$ cat config.mk
export PLATFORM = sky130hd
export DESIGN_NAME = rational_reduce
export DESIGN_NICKNAME = d
export VERILOG_FILES = /design/src/hdl/rr_pkg.sv /design/src/hdl/rr_sub.sv /design/src/hdl/rational_reduce.sv
export VERILOG_INCLUDE_DIRS = /design/src /design/src/hdl
export SDC_FILE = /design/constraint.sdc
export NUM_CORES = 1
export LEC_CHECK = 0
export BUFFER_PORTS_ARGS = -buffer_cell sky130_fd_sc_hd__buf_2
export CORE_UTILIZATION = 25
export CTS_CLUSTER_DIAMETER = 120
export CTS_CLUSTER_SIZE = 24
export DETAILED_ROUTE_END_ITERATION = 10
export PLACE_DENSITY = 0.36
export SYNTH_ARGS = -nofsm -noshare
export SYNTH_HDL_FRONTEND = slang
export SYNTH_HIERARCHICAL = 1
export SYNTH_SLANG_ARGS = --single-unit
export TNS_END_PERCENT = 20
$ cat constraint.sdc
create_clock -name clk -period 8.2 [get_ports clk]
set_input_delay 1.23 -clock clk [delete_from_list [all_inputs] [get_ports clk]]
set_output_delay 1.23 -clock clk [all_outputs]
set_load 0.005 [all_outputs]
$ cat src/hdl/rational_reduce_defines.svh
// Assertion macros shared by the fraction reduction RTL.
`ifndef RATIONAL_REDUCE_DEFINES_SVH
`define RATIONAL_REDUCE_DEFINES_SVH

// Checks that the consequent holds in the same cycle as the antecedent.
`define RR_CHECK_NOW(label, ante, cons, msg) \
    label: assert property (@(posedge clk) disable iff (!rst_n) (ante) |-> (cons)) \
        else $error(msg);

// Checks that the consequent holds in the cycle after the antecedent.
`define RR_CHECK_NEXT(label, ante, cons, msg) \
    label: assert property (@(posedge clk) disable iff (!rst_n) (ante) |=> (cons)) \
        else $error(msg);

`endif

$ cat src/hdl/rr_pkg.sv
// Package with shared constants and operation codes for the fraction reducer.
package rr_pkg;

    // Default width of the numerator and denominator.
    localparam int RR_VALUE_WIDTH = 32;

    // Result kind codes.
    localparam logic [1:0] KIND_FRACTION = 2'd0;
    localparam logic [1:0] KIND_INTEGER  = 2'd1;
    localparam logic [1:0] KIND_ZERO_DEN = 2'd2;
    localparam logic [1:0] KIND_OVERFLOW = 2'd3;

    // Operand selection for the shared subtractor.
    typedef enum logic
    {
        OP_DIV_STEP,
        OP_COMPARE
    } sub_op_t;

endpackage

$ cat src/hdl/rr_sub.sv
// Shared subtract and compare unit used by both the divider and the gcd loop.
module rr_sub #(
    parameter int WIDTH = rr_pkg::RR_VALUE_WIDTH
) (
    input  rr_pkg::sub_op_t   op,
    input  logic [WIDTH-1:0]  rem,
    input  logic              dvd_msb,
    input  logic [WIDTH-1:0]  dvs,
    input  logic [WIDTH-1:0]  u,
    input  logic [WIDTH-1:0]  v,
    output logic [WIDTH:0]    diff,
    output logic              ge
);
    import rr_pkg::*;

    logic [WIDTH:0]   opa;
    logic [WIDTH:0]   opb;
    logic [WIDTH+1:0] full;

    // Form the operands: a restoring division step or a plain compare of u and v.
    always_comb
    begin
        case (op)
            OP_DIV_STEP:
            begin
                opa = {rem, dvd_msb};
                opb = {1'b0, dvs};
            end
            OP_COMPARE:
            begin
                opa = {1'b0, u};
                opb = {1'b0, v};
            end
            default:
            begin
                opa = {1'b0, u};
                opb = {1'b0, v};
            end
        endcase
    end

    // One subtraction; the borrow out gives the comparison.
    assign full = {1'b0, opa} - {1'b0, opb};
    assign diff = full[WIDTH:0];
    assign ge   = ~full[WIDTH+1];

endmodule

$ cat src/hdl/rational_reduce.sv
// Top level of the fraction reducer: sequencer, working registers and result beat.
//
//  channel   signals                                        handshake
//  command   start, numerator_in, denominator_in             start && !busy
//  result    done, result_kind, numerator_out, denominator_out  done, one cycle
//
// A zero denominator answers in the cycle after the command beat.
// An exact quotient or an unreduced pair with negative denominator takes one
// restoring division.
// A full reduction adds a binary gcd (one subtract, shift or swap per cycle) and
// two more divisions; all of it runs on the one shared subtractor. Reset clears
// the sequencer and the result strobe at once.
// The receiver cannot stall: each result is shown for exactly one cycle.
`include "rational_reduce_defines.svh"

module rational_reduce #(
    parameter int VALUE_WIDTH = rr_pkg::RR_VALUE_WIDTH
) (
    input  logic                          clk,
    input  logic                          rst_n,
    input  logic                          start,
    output logic                          busy,
    input  logic signed [VALUE_WIDTH-1:0] numerator_in,
    input  logic signed [VALUE_WIDTH-1:0] denominator_in,
    output logic                          done,
    output logic [1:0]                    result_kind,
    output logic signed [VALUE_WIDTH-1:0] numerator_out,
    output logic signed [VALUE_WIDTH-1:0] denominator_out
);
    import rr_pkg::*;

    localparam int W     = VALUE_WIDTH;
    localparam int CNT_W = $clog2(VALUE_WIDTH);

    typedef enum logic [2:0]
    {
        ST_IDLE,
        ST_DIV_ND,
        ST_GCD,
        ST_DIV_NG,
        ST_DIV_DG
    } state_t;

    state_t           state_reg, state_next;
    logic [W-1:0]     num_raw_reg, num_raw_next;
    logic [W-1:0]     den_raw_reg, den_raw_next;
    logic [W-1:0]     nmag_reg, nmag_next;
    logic [W-1:0]     dmag_reg, dmag_next;
    logic [W-1:0]     dvd_reg, dvd_next;
    logic [W-1:0]     dvs_reg, dvs_next;
    logic [W-1:0]     rem_reg, rem_next;
    logic [CNT_W-1:0] cnt_reg, cnt_next;
    logic [W-1:0]     u_reg, u_next;
    logic [W-1:0]     v_reg, v_next;
    logic [CNT_W-1:0] k_reg, k_next;
    logic [W-1:0]     nq_reg, nq_next;
    logic             done_reg, done_next;
    logic [1:0]       kind_reg, kind_next;
    logic [W-1:0]     num_out_reg, num_out_next;
    logic [W-1:0]     den_out_reg, den_out_next;

    sub_op_t          sub_op;
    logic [W:0]       sub_diff;
    logic             sub_ge;

    logic [W-1:0]     nraw;
    logic [W-1:0]     draw;
    logic [W-1:0]     in_nmag;
    logic [W-1:0]     in_dmag;
    logic             nneg;
    logic             dneg;
    logic [W-1:0]     quo_step;
    logic [W-1:0]     rem_step;
    logic             div_last;
    logic             qneg;

    // Shared subtractor: division steps everywhere except in the gcd loop.
    assign sub_op = (state_reg == ST_GCD) ? OP_COMPARE : OP_DIV_STEP;

    rr_sub #(
        .WIDTH (W)
    ) u_sub (
        .op      (sub_op),
        .rem     (rem_reg),
        .dvd_msb (dvd_reg[W-1]),
        .dvs     (dvs_reg),
        .u       (u_reg),
        .v       (v_reg),
        .diff    (sub_diff),
        .ge      (sub_ge)
    );

    // Magnitudes of the incoming terms; the most negative value maps onto itself.
    assign nraw    = numerator_in;
    assign draw    = denominator_in;
    assign in_nmag = nraw[W-1] ? (~nraw + 1'b1) : nraw;
    assign in_dmag = draw[W-1] ? (~draw + 1'b1) : draw;
    assign nneg    = num_raw_reg[W-1];
    assign dneg    = den_raw_reg[W-1];

    // Outcome of the current restoring division step.
    assign quo_step = {dvd_reg[W-2:0], sub_ge};
    assign rem_step = sub_ge ? sub_diff[W-1:0] : {rem_reg[W-2:0], dvd_reg[W-1]};
    assign div_last = (cnt_reg == CNT_W'(W - 1));
    assign qneg     = (nneg ^ dneg) && (quo_step != '0);

    // Sequencer and datapath next values.
    always_comb
    begin
        state_next   = state_reg;
        num_raw_next = num_raw_reg;
        den_raw_next = den_raw_reg;
        nmag_next    = nmag_reg;
        dmag_next    = dmag_reg;
        dvd_next     = dvd_reg;
        dvs_next     = dvs_reg;
        rem_next     = rem_reg;
        cnt_next     = cnt_reg;
        u_next       = u_reg;
        v_next       = v_reg;
        k_next       = k_reg;
        nq_next      = nq_reg;
        done_next    = 1'b0;
        kind_next    = kind_reg;
        num_out_next = num_out_reg;
        den_out_next = den_out_reg;

        case (state_reg)
            ST_IDLE:
            begin
                if (start)
                begin
                    num_raw_next = nraw;
                    den_raw_next = draw;
                    nmag_next    = in_nmag;
                    dmag_next    = in_dmag;
                    if (draw == '0)
                    begin
                        // Zero denominator is answered straight away.
                        done_next    = 1'b1;
                        kind_next    = KIND_ZERO_DEN;
                        num_out_next = '0;
                        den_out_next = '0;
                    end
                    else
                    begin
                        dvd_next   = in_nmag;
                        dvs_next   = in_dmag;
                        rem_next   = '0;
                        cnt_next   = '0;
                        state_next = ST_DIV_ND;
                    end
                end
            end

            ST_DIV_ND:
            begin
                dvd_next = quo_step;
                rem_next = rem_step;
                cnt_next = cnt_reg + 1'b1;
                if (div_last)
                begin
                    if (rem_step == '0)
                    begin
                        // Exact quotient, unless it does not fit.
                        done_next  = 1'b1;
                        state_next = ST_IDLE;
                        if (!qneg && quo_step[W-1])
                        begin
                            kind_next    = KIND_OVERFLOW;
                            num_out_next = '0;
                            den_out_next = '0;
                        end
                        else
                        begin
                            kind_next    = KIND_INTEGER;
                            num_out_next = qneg ? (~quo_step + 1'b1) : quo_step;
                            den_out_next = W'(1);
                        end
                    end
                    else if (dneg)
                    begin
                        // Negative denominator: the pair passes unchanged.
                        done_next    = 1'b1;
                        state_next   = ST_IDLE;
                        kind_next    = KIND_FRACTION;
                        num_out_next = num_raw_reg;
                        den_out_next = den_raw_reg;
                    end
                    else
                    begin
                        u_next     = nmag_reg;
                        v_next     = dmag_reg;
                        k_next     = '0;
                        state_next = ST_GCD;
                    end
                end
            end

            ST_GCD:
            begin
                // Binary gcd: one shift, subtraction or swap per cycle.
                if (u_reg == '0)
                begin
                    dvd_next   = nmag_reg;
                    dvs_next   = v_reg << k_reg;
                    rem_next   = '0;
                    cnt_next   = '0;
                    state_next = ST_DIV_NG;
                end
                else if (!u_reg[0] && !v_reg[0])
                begin
                    u_next = u_reg >> 1;
                    v_next = v_reg >> 1;
                    k_next = k_reg + 1'b1;
                end
                else if (!u_reg[0])
                begin
                    u_next = u_reg >> 1;
                end
                else if (!v_reg[0])
                begin
                    v_next = v_reg >> 1;
                end
                else if (sub_ge)
                begin
                    u_next = sub_diff[W-1:0];
                end
                else
                begin
                    u_next = v_reg;
                    v_next = u_reg;
                end
            end

            ST_DIV_NG:
            begin
                dvd_next = quo_step;
                rem_next = rem_step;
                cnt_next = cnt_reg + 1'b1;
                if (div_last)
                begin
                    nq_next    = quo_step;
                    dvd_next   = dmag_reg;
                    rem_next   = '0;
                    cnt_next   = '0;
                    state_next = ST_DIV_DG;
                end
            end

            ST_DIV_DG:
            begin
                dvd_next = quo_step;
                rem_next = rem_step;
                cnt_next = cnt_reg + 1'b1;
                if (div_last)
                begin
                    done_next    = 1'b1;
                    state_next   = ST_IDLE;
                    kind_next    = KIND_FRACTION;
                    num_out_next = nneg ? (~nq_reg + 1'b1) : nq_reg;
                    den_out_next = quo_step;
                end
            end

            default:
            begin
                state_next = ST_IDLE;
            end
        endcase
    end

    // State, working registers and registered outputs.
    always_ff @(posedge clk or negedge rst_n)
    begin
        if (!rst_n)
        begin
            state_reg   <= ST_IDLE;
            num_raw_reg <= '0;
            den_raw_reg <= '0;
            nmag_reg    <= '0;
            dmag_reg    <= '0;
            dvd_reg     <= '0;
            dvs_reg     <= '0;
            rem_reg     <= '0;
            cnt_reg     <= '0;
            u_reg       <= '0;
            v_reg       <= '0;
            k_reg       <= '0;
            nq_reg      <= '0;
            done_reg    <= 1'b0;
            kind_reg    <= KIND_FRACTION;
            num_out_reg <= '0;
            den_out_reg <= '0;
        end
        else
        begin
            state_reg   <= state_next;
            num_raw_reg <= num_raw_next;
            den_raw_reg <= den_raw_next;
            nmag_reg    <= nmag_next;
            dmag_reg    <= dmag_next;
            dvd_reg     <= dvd_next;
            dvs_reg     <= dvs_next;
            rem_reg     <= rem_next;
            cnt_reg     <= cnt_next;
            u_reg       <= u_next;
            v_reg       <= v_next;
            k_reg       <= k_next;
            nq_reg      <= nq_next;
            done_reg    <= done_next;
            kind_reg    <= kind_next;
            num_out_reg <= num_out_next;
            den_out_reg <= den_out_next;
        end
    end

    assign busy            = (state_reg != ST_IDLE);
    assign done            = done_reg;
    assign result_kind     = kind_reg;
    assign numerator_out   = $signed(num_out_reg);
    assign denominator_out = $signed(den_out_reg);

    // A result beat never overlaps work on a command.
    `RR_CHECK_NOW(a_done_not_busy, done, !busy, "result beat while busy")
    // A command with nonzero denominator starts the sequencer.
    `RR_CHECK_NEXT(a_start_busy, start && !busy && (denominator_in != '0), busy,
        "accepted command did not start work")
    // An integer answer carries denominator one.
    `RR_CHECK_NOW(a_int_den, done && (result_kind == KIND_INTEGER),
        denominator_out == W'(1), "integer result with denominator other than one")
    // Error answers carry zero terms.
    `RR_CHECK_NOW(a_err_zero,
        done && ((result_kind == KIND_ZERO_DEN) || (result_kind == KIND_OVERFLOW)),
        (numerator_out == '0) && (denominator_out == '0), "error result with nonzero terms")
    // The gcd loop never lets its second operand reach zero.
    `RR_CHECK_NOW(a_gcd_v_nonzero, state_reg == ST_GCD, v_reg != '0,
        "gcd operand reached zero")

endmodule

---- Yosys cells after proc, flatten, opt, wreduce, memory -nomap -nowiden ----
Cells that the tools add are included.
W data, S select, Z words.
word-level totals
  register bits ........................... 400
  output and inout bits ................... 68
  logic and storage cells ................. 171
operators by class
  $add $sub $neg .......................... 7
  equal/unequal tests ..................... 20
  shift-type cells ........................ 1
  multiplexer cells ....................... 89
  bitwise logic cells ..................... 7
  reductions and logical operators ........ 28
operators by type and width
  kind                     count
  $mux W32                 43
  $pmux W32 S4             2
  $pmux W32 S2             3
  $pmux W32 S3             2
  $pmux W33 S2             2
  $add A32 B1 Y32 const B  4
  $not A32 Y32             4
  $logic_not A32 Y1        3
  $mux W5                  9
  $sub A33 B33 Y34         1
  $reduce_bool A32 Y1      1
  $shl A32 B5 Y32          1
  $reduce_and A6 Y1        5
  $pmux W5 S4              1
  $mux W2                  9
  $mux W3                  6
  $ne A2 B2 Y1 const B     9
  $pmux W3 S5              1
  $add A5 B1 Y5 const B    2
  $pmux W5 S2              1
  $mux W1                  8
  $reduce_and A4 Y1        2
  $reduce_and A7 Y1        1
  $eq A3 B2 Y1 const B     2
  21 further kinds         30

---- Depth between registers and ports, before layout ----
Gate-level depths: netlist (run 1).
  depth after elaboration ................. 14
  mapped depth ............................ 29
  mapped depth without buffers ............ 23

---- Hierarchy ----
Netlist (run 1), hierarchy kept.
by module, submodules not included
  module           instances  cells an instance  area an instance (um^2)
  rational_reduce  1          2576               22602.9
  rr_sub           1          304                2382.3

---- Worst setup path after synthesis (run 1) ----
No wires, ideal clock.
  kind .................................... register -> register
  start ................................... reg state_reg[1]
  end ..................................... reg num_out_reg[31], in the netlist numerator_out[31]
  setup time .............................. 0.138 ns
  data arrival time ....................... 6.195 ns
  required time ........................... 8.062 ns
  slack ................................... 1.866 ns
  stages on the path, launching flop included .. 27
  buffers on the path ..................... 7
  clock period less this slack ............ 6.334 ns
  cell sequence ........................... dfrtp_1 clkbuf_1 nand2_1 inv_2 buf_1 clkbuf_1 clkbuf_1 buf_1 mux2i_1 ha_1 fa_1 and2b_2 o2111ai_4 a2111oi_4 o21ai_2 nand3_2 a21boi_2 o41a_1 xnor2_1 nor4_1 nand4_1 a21oi_1 and2_1 o311ai_2 clkbuf_1 clkbuf_1 o211ai_1
RTL lines
  item                    RTL line                source
  start, declared         rational_reduce.sv:44   state_t state_reg, state_next;
  start signal, assigned  rational_reduce.sv:298  state_reg <= state_next;
  $eq A3 B2 Y1 (*)        rational_reduce.sv:78   assign sub_op = (state_reg == ST_GCD) ? OP_COMPARE : OP_DIV_STEP;
  $mux W1 (*)             rational_reduce.sv:78
  named net sub_op        rational_reduce.sv:62   sub_op_t sub_op;
  $not A1 Y1              rr_sub.sv:23            case (op)
  $pmux W33 S2            rr_sub.sv:23
  $sub A33 B33 Y34 (*)    rr_sub.sv:43            assign full = {1'b0, opa} - {1'b0, opb};
  named net sub_diff[30]  rational_reduce.sv:63   logic [W:0] sub_diff;
  $mux W32 (*)            rational_reduce.sv:103  assign rem_step = sub_ge ? sub_diff[W-1:0] : {rem_reg[W-2:0], dvd_reg[W-1]};
  $logic_not A32 Y1 (*)   rational_reduce.sv:163  if (rem_step == '0)
  $mux W32                rational_reduce.sv:163
  $mux W32                rational_reduce.sv:161  if (div_last)
  $pmux W32 S3            rational_reduce.sv:128  case (state_reg)
  end signal, assigned    rational_reduce.sv:313  num_out_reg <= num_out_next;
  end, declared           rational_reduce.sv:59   logic [W-1:0] num_out_reg, num_out_next;
Mark *: on every way through the listed nets, which the timed path passes. The rest lies on a longest branch. The select of a mux whose other input is x is not followed.
A chain may end at the register's enable or synchronous reset.

---- Final worst setup path (run 1) ----
  start ................................... reg state_reg[0]
  end ..................................... reg den_out_reg[14], in the netlist denominator_out[14]
between the ends
  word-level cells in the longest chain between the ends .. 10
RTL lines
  item                    RTL line                source
  $eq A3 B2 Y1 (*)        rational_reduce.sv:78
  $mux W1 (*)             rational_reduce.sv:78
  $not A1 Y1              rr_sub.sv:23
  $pmux W33 S2            rr_sub.sv:23
  $sub A33 B33 Y34 (*)    rr_sub.sv:43
  named net sub_diff[26]  rational_reduce.sv:63
  $mux W32 (*)            rational_reduce.sv:103
  $logic_not A32 Y1 (*)   rational_reduce.sv:163
  $mux W32                rational_reduce.sv:163
  $mux W32                rational_reduce.sv:161
  $pmux W32 S3            rational_reduce.sv:128
  end signal, assigned    rational_reduce.sv:314  den_out_reg <= den_out_next;
  end, declared           rational_reduce.sv:60   logic [W-1:0] den_out_reg, den_out_next;
Marked as above.

==> flow_summary_export.csv, run 1 <==
group,metric,value,unit
global_routing,gr-usage-all-layers,21.71,%
synthesis,yosys_warnings,6,
sta,min_period,7.477,ns
detailed_routing,vias,22255,
sta,hold_violations,0,
power_and_ir_drop,powerDensity,129.4,nW/um^2
floorplan,pin_count,135,
place,preCtsSetupSlack,0.7633,ns
sta,grt_setup_unrepaired,"false",
worst_setup_path,r2r-end,"denominator_out[14]",
clock_network,ctsHoldBuffers,0,
worst_setup_path,crit_end,"denominator_out[14]",
detailed_routing,routed_via_density,5.368,
clock_network,cts_setup_buffers,0,
sta,slew_headroom,8.111,%
finish,final_nets,2955,
worst_setup_path,crit_buf_inv,2,
detailed_routing,drtIter0Drc,2082,
global_routing,grt_pass1_vias,22112,
worst_setup_path,crit_required,8.74,ns
power_and_ir_drop,power.share.combinational,5.4,%
synthesis,synthCells,2869,
sta,slew_violations,0,
detailed_routing,firstDrtPassIters,10,
worst_setup_path,crit_cells,23,
sta,post-route-period-util,91.18,%
global_routing,grt_pass1_wl,163500,um
sta,fmax,133.8,MHz
worst_setup_path,ff2ff_setup_slack,0.72,ns
worst_hold_path,hold_path_class,"reg -> reg",
detailed_routing,wl,111400,um
worst_hold_path,worstHoldStart,"den_raw_reg[17]",
worst_setup_path,crit_arrival,8.01,ns
flow_run,drv_cap,0,
floorplan,die_h,317.7,um
synthesis,avgSynthCellArea,8.686,um^2
clock_network,cts_buffers,24,
clock_network,clk_path_buf_depth,3,
sta,worstMarginPinSlew,1.368,ns
place,post_dp_cell_area,26840,um^2
status,outcome,"finished, final reports clean",
finish,drive_above_1_share,11.93,%
clock_network,insertion_delay,0.62,ns
clock_network,root_buffer,"clkbuf_16",
power_and_ir_drop,clockPowerShare,39.7,%
detailed_routing,drc,0,
global_routing,antenna_found_initial,3,
place,io_buffers,134,
worst_setup_path,criticalPathCategory,"reg -> reg",
power_and_ir_drop,leakage,11.55,nW
power_and_ir_drop,switchingPower,976.0,uW
place,place_congestion,0.8657,
power_and_ir_drop,sw_frac_of_total,27.32,%
global_routing,grt_max_degree,136,
sta,tns,0,ns
detailed_routing,post_drt_wl_per_cell,26.88,um
finish,fin_area,27610,um^2
power_and_ir_drop,peakVddDrop,0.1333,mV
synthesis,synth_nets,2976,
worst_setup_path,crit_start,"state_reg[0]",
clock_network,ctsResizeCount,0,
global_routing,grt_remaining_overflow,0,
worst_setup_path,cp-end-kind,"register",
clock_network,clock_sinks,398,
finish,fillCellCount,10592,
worst_setup_path,crit_path_start_kind,"register",
synthesis,syn_area,24920,um^2
finish,syn_to_final_growth,10.77,%
detailed_routing,final_antenna_net_count,0,
sta,setup_viol,0,
floorplan,die_area,101000,um^2
floorplan,core-area,98560,um^2
floorplan,rows,115,
floorplan,die_x,317.7,um
clock_network,clk_pin_slew_worst_paths,0.11,ns
sta,hold_ws,0.4832,ns
sta,finalWorstSetupSlack,0.7235,ns
worst_setup_path,cp_max_fo,103,
clock_network,h-tree-depth,1,
worst_setup_path,max_stage_delay,0.96,ns
worst_setup_path,slowest_stage,"o311ai_4",
power_and_ir_drop,seq_power_share,54.9,%
place,dpl.hpwl,82800,um
worst_setup_path,ff2ff_path_depth,23,
worst_setup_path,worstPathCellList,"nor2_1 > nand2_4 > inv_6 > mux2_2 > ha_1 > fa_1 > and2b_2 > o2111ai_4 > a2111oi_4 > o21ai_2 > nand3_2 > a21boi_2 > o221ai_1 > a21oi_1 > xnor2_1 > nor4_1 > nand4_1 > mux2i_1 > and2_1 > o311ai_4 > buf_4 > nand3_1 > o21ai_1",
power_and_ir_drop,internal_power,2.597,mW
worst_setup_path,r2r_start,"state_reg[0]",
sta,skew,0.04518,ns
floorplan,initial_utilization,25.28,%
clock_network,tritoncts,"built",
worst_setup_path,critPathTopFamily,"compound AO/OA/AOI/OAI gates",
[power by group through the flow]
stage          sequential (mW)  clock (mW)  combinational (mW)
2_1_floorplan             2.00           0              0.0573
3_3_place_gp              2.00           0               0.199
3_5_place_dp              2.00           0               0.200
4_1_cts                   1.96        1.48               0.200
5_1_grt                   1.96        1.54               0.209
6_report                  1.96        1.42               0.193
[placed cells by master, fill, tap and decap left out, types with 19 or more instances in the layout]
cell	instances
nor2_1	151
a21o_1	19
a31oi_1	20
mux2_2	49
inv_1	35
o21ai_0	281
nor4_1	38
nand3_1	85
o211ai_1	23
xor2_1	90
o31ai_1	30
a21oi_1	121
buf_4	47
a222oi_1	40
o21ai_1	72
a221oi_1	28
xnor2_1	51
ha_1	39
nand2_1	575
dfrtp_1	396
a22oi_1	34
mux2i_1	156
nor3_1	33
buf_2	133
mux4_2	30
o21a_1	27
clkbuf_16	25
[through the flow]
stage / power (mW) / util, % / std cells
final: 3.573 / 28.01 / 4146
after global routing: 3.709 / 28.01 / 4145
after CTS: 3.640 / 28.01 / 4145
after detailed placement: 2.200 / 27.23 / 4109
after global placement: 2.199 / 27.23 / 4109
after floorplan: 2.058 / - / 2869
[routing by layer]
metal,global-route usage [%],vias up,wire [um]
li1,-,10264,-
met1,31.59,11305,53190
met2,35.04,617,51410
met3,2.325,69,5144
met4,3.323,0,1680
met5,0,-,0
[how the worst min path moves through the flow]
stage / cells past startpoint / slack (ns) / endpoint
final: 2 / 0.48 / den_raw_reg[17]
after global routing: 2 / 0.50 / den_raw_reg[20]
after CTS: 2 / 0.49 / den_raw_reg[17]
after detailed placement: 2 / 0.46 / den_raw_reg[17]
after global placement: 2 / 0.46 / den_raw_reg[13]
after floorplan: 1 / 0.44 / cnt_reg[3]
[worst min-delay path: stages (launching register included)]
cell,delay [ns]
dfrtp_1,0.35
nand2_1,0.05
nand2_1,0.06
[area by class of cell]
type | instances | area (um^2) | share of cell area [%]
sequential | 398 | 9962 | 36.09
clock buffer | 27 | 643.1 | 2.330
inverter | 36 | 140.1 | 0.5076
timing repair buffer | 184 | 1094 | 3.961
tap | 1287 | 1610 | 5.833
antenna | 1 | 2.502 | 0.009065
multi-input combinational | 2204 | 14030 | 50.82
clock inverter | 9 | 123.9 | 0.4487
No activity file was read; power rests on OpenSTA's default activity.
==> run 2, diff against run 1 <==
--- a/config.mk
+++ b/config.mk
@@ -6,6 +6,7 @@
 export SDC_FILE = /design/constraint.sdc
 export NUM_CORES = 1
 export LEC_CHECK = 0
+export ABC_AREA = 1
 export BUFFER_PORTS_ARGS = -buffer_cell sky130_fd_sc_hd__buf_2
 export CORE_UTILIZATION = 25
 export CTS_CLUSTER_DIAMETER = 120
==> flow_summary_export.csv, run 2 <==
group,metric,value,unit
detailed_routing,post_drt_wl_per_cell,23.64,um
detailed_routing,drtIter0Drc,2622,
detailed_routing,final_antenna_net_count,0,
global_routing,antenna_found_initial,4,
sta,slew_headroom,14.96,%
worst_setup_path,max_stage_delay,0.55,ns
finish,layout_commonest_cell,"nand2_1",
worst_setup_path,slowest_stage,"buf_4",
floorplan,rows,121,
finish,n_antenna_cell,0,
finish,drive_above_1_share,7.026,%
place,post_dp_cell_area,29440,um^2
detailed_routing,firstDrtPassIters,5,
floorplan,core-area,108900,um^2
clock_network,h-tree-depth,1,
flow_run,drv_cap,0,
worst_setup_path,criticalPathCategory,"reg -> reg",
floorplan,die_x,333.5,um
worst_setup_path,crit_required,8.71,ns
place,io_buffers,134,
clock_network,tritoncts,"built",
synthesis,synth_nets,4372,
global_routing,gr-usage-all-layers,23.76,%
sta,skew,0.03883,ns
floorplan,die_h,333.5,um
global_routing,grt_max_degree,139,
finish,fin_area,30180,um^2
global_routing,grt_pass1_wl,196100,um
synthesis,synthCells,4265,
sta,hold_violations,0,
worst_setup_path,crit_path_start_kind,"register",
power_and_ir_drop,leakage,15.35,nW
status,outcome,"finished, final reports clean",
global_routing,grt_pass1_vias,27244,
finish,layout_common_cells,"nand2_1, inv_1, dfrtp_1, nand3_1, o21ai_0",
clock_network,cts_buffers,23,
worst_setup_path,crit_arrival,7.15,ns
finish,final_nets,4366,
power_and_ir_drop,powerDensity,474.4,nW/um^2
sta,grt_setup_unrepaired,"false",
clock_network,ctsResizeCount,0,
clock_network,clk_pin_slew_worst_paths,0.10,ns
global_routing,grt_remaining_overflow,0,
sta,slew_violations,0,
detailed_routing,vias,28157,
synthesis,avgSynthCellArea,6.441,um^2
floorplan,die_area,111200,um^2
place,place_congestion,0.8867,
floorplan,pin_count,135,
clock_network,clock_sinks,398,
clock_network,root_buffer,"clkbuf_16",
clock_network,ctsHoldBuffers,0,
detailed_routing,routed_via_density,4.954,
clock_network,clk_path_buf_depth,3,
worst_hold_path,hold_path_class,"reg -> reg",
floorplan,initial_utilization,25.24,%
worst_setup_path,cp-end-kind,"register",
sta,post-route-period-util,80.92,%
power_and_ir_drop,p_total,14.31,mW
place,dpl.hpwl,103600,um
finish,syn_to_final_growth,9.847,%
detailed_routing,wl,134400,um
sta,min_period,6.635,ns
worst_setup_path,cp_max_fo,52,
synthesis,syn_area,27470,um^2
detailed_routing,drc,0,
synthesis,yosys_warnings,6,
power_and_ir_drop,peakVddDrop,0.1788,mV
clock_network,cts_setup_buffers,0,
sta,tns,0,ns
sta,setup_viol,0,
clock_network,insertion_delay,0.64,ns
worst_setup_path,crit_path_frequent_cell,"nand2_1",
sta,worstMarginPinSlew,1.276,ns
sta,fmax,150.7,MHz
-- run 2: cell types whose count changed in the layout (fill, tap and decap cells not counted), moves of 34 or more --
cell / previous run / this run
nor2_1: 151 / 335
nand4_1: 15 / 51
xnor2_1: 51 / 6
inv_1: 35 / 455
nand3_1: 85 / 393
nor4_1: 38 / 3
nand2_1: 575 / 1509
a222oi_1: 40 / 0
mux2_2: 49 / 0
o21ai_1: 72 / 21
xor2_1: 90 / 56
o22ai_1: 9 / 80
o21ai_0: 281 / 371
mux2i_1: 156 / 33
-- run 2: path summary, 6_finish.rpt --
check,from,endpoint,slack (ns),cells after the start
max,state_reg[2],numerator_out[16],1.56,31
min,numerator_out[27],numerator_out[27],0.48,2
max reg2reg,state_reg[2],numerator_out[16],1.56,31
min reg2reg,numerator_out[27],numerator_out[27],0.48,2
max in group asynchronous,rst_n,dvd_reg[9],5.66,3
min in group asynchronous,rst_n,rem_reg[24],0.52,1
-- run 2: cell type report --
| type | count | area (um^2) |
|---|---|---|
| multi-input combinational | 3175 | 14810 |
| sequential | 398 | 9960 |
| inverter | 479 | 1803 |
| fill | 12381 | 78680 |
| clock buffer | 25 | 593.1 |
| tap | 1414 | 1769 |
| clock inverter | 11 | 143.9 |
| timing repair buffer | 182 | 1104 |
-- run 2: metrics by stage --
stage                     util (%)  hold slack (ns)  instances  setup WS (ns)
final                        27.72           0.4842       5684          1.565
after floorplan                  -           0.4436       4265          2.682
after global routing         27.72           0.5041       5684          1.071
after detailed placement     27.05           0.4621       5648          1.509
after CTS                    27.72           0.4897       5684          1.456
after global placement       27.05           0.4607       5648          1.623
-- run 2: per-layer routing --
metal / global-route usage (%) / routed length (um) / vias to the layer above
met3: 2.058 / 5295 / 94
met4: 4.353 / 2621 / 0
li1: - / - / 13644
met1: 34.62 / 65430 / 13756
met2: 38.21 / 61000 / 663
met5: 0 / 0 / -
-- run 2: worst max-delay path, delay by kind of cell (launching register included) --
kind / cells / cell delay, ns
buffers and inverters: 8 / 2.62
multiplexers: 1 / 0.41
flip-flops: 1 / 0.42
AO/OA/AOI/OAI: 1 / 0.20
adder cells (fa/ha/maj): 1 / 0.34
AND/OR/NAND/NOR: 20 / 2.44
-- run 2: where the power goes --
group / leakage (nW) / switching [mW] / internal (mW)
sequential: 5.00 / 1.12 / 2.87
combinational: 10.0 / 6.21 / 2.70
clock: 0.356 / 0.835 / 0.581
total: 15.3 / 8.16 / 6.15
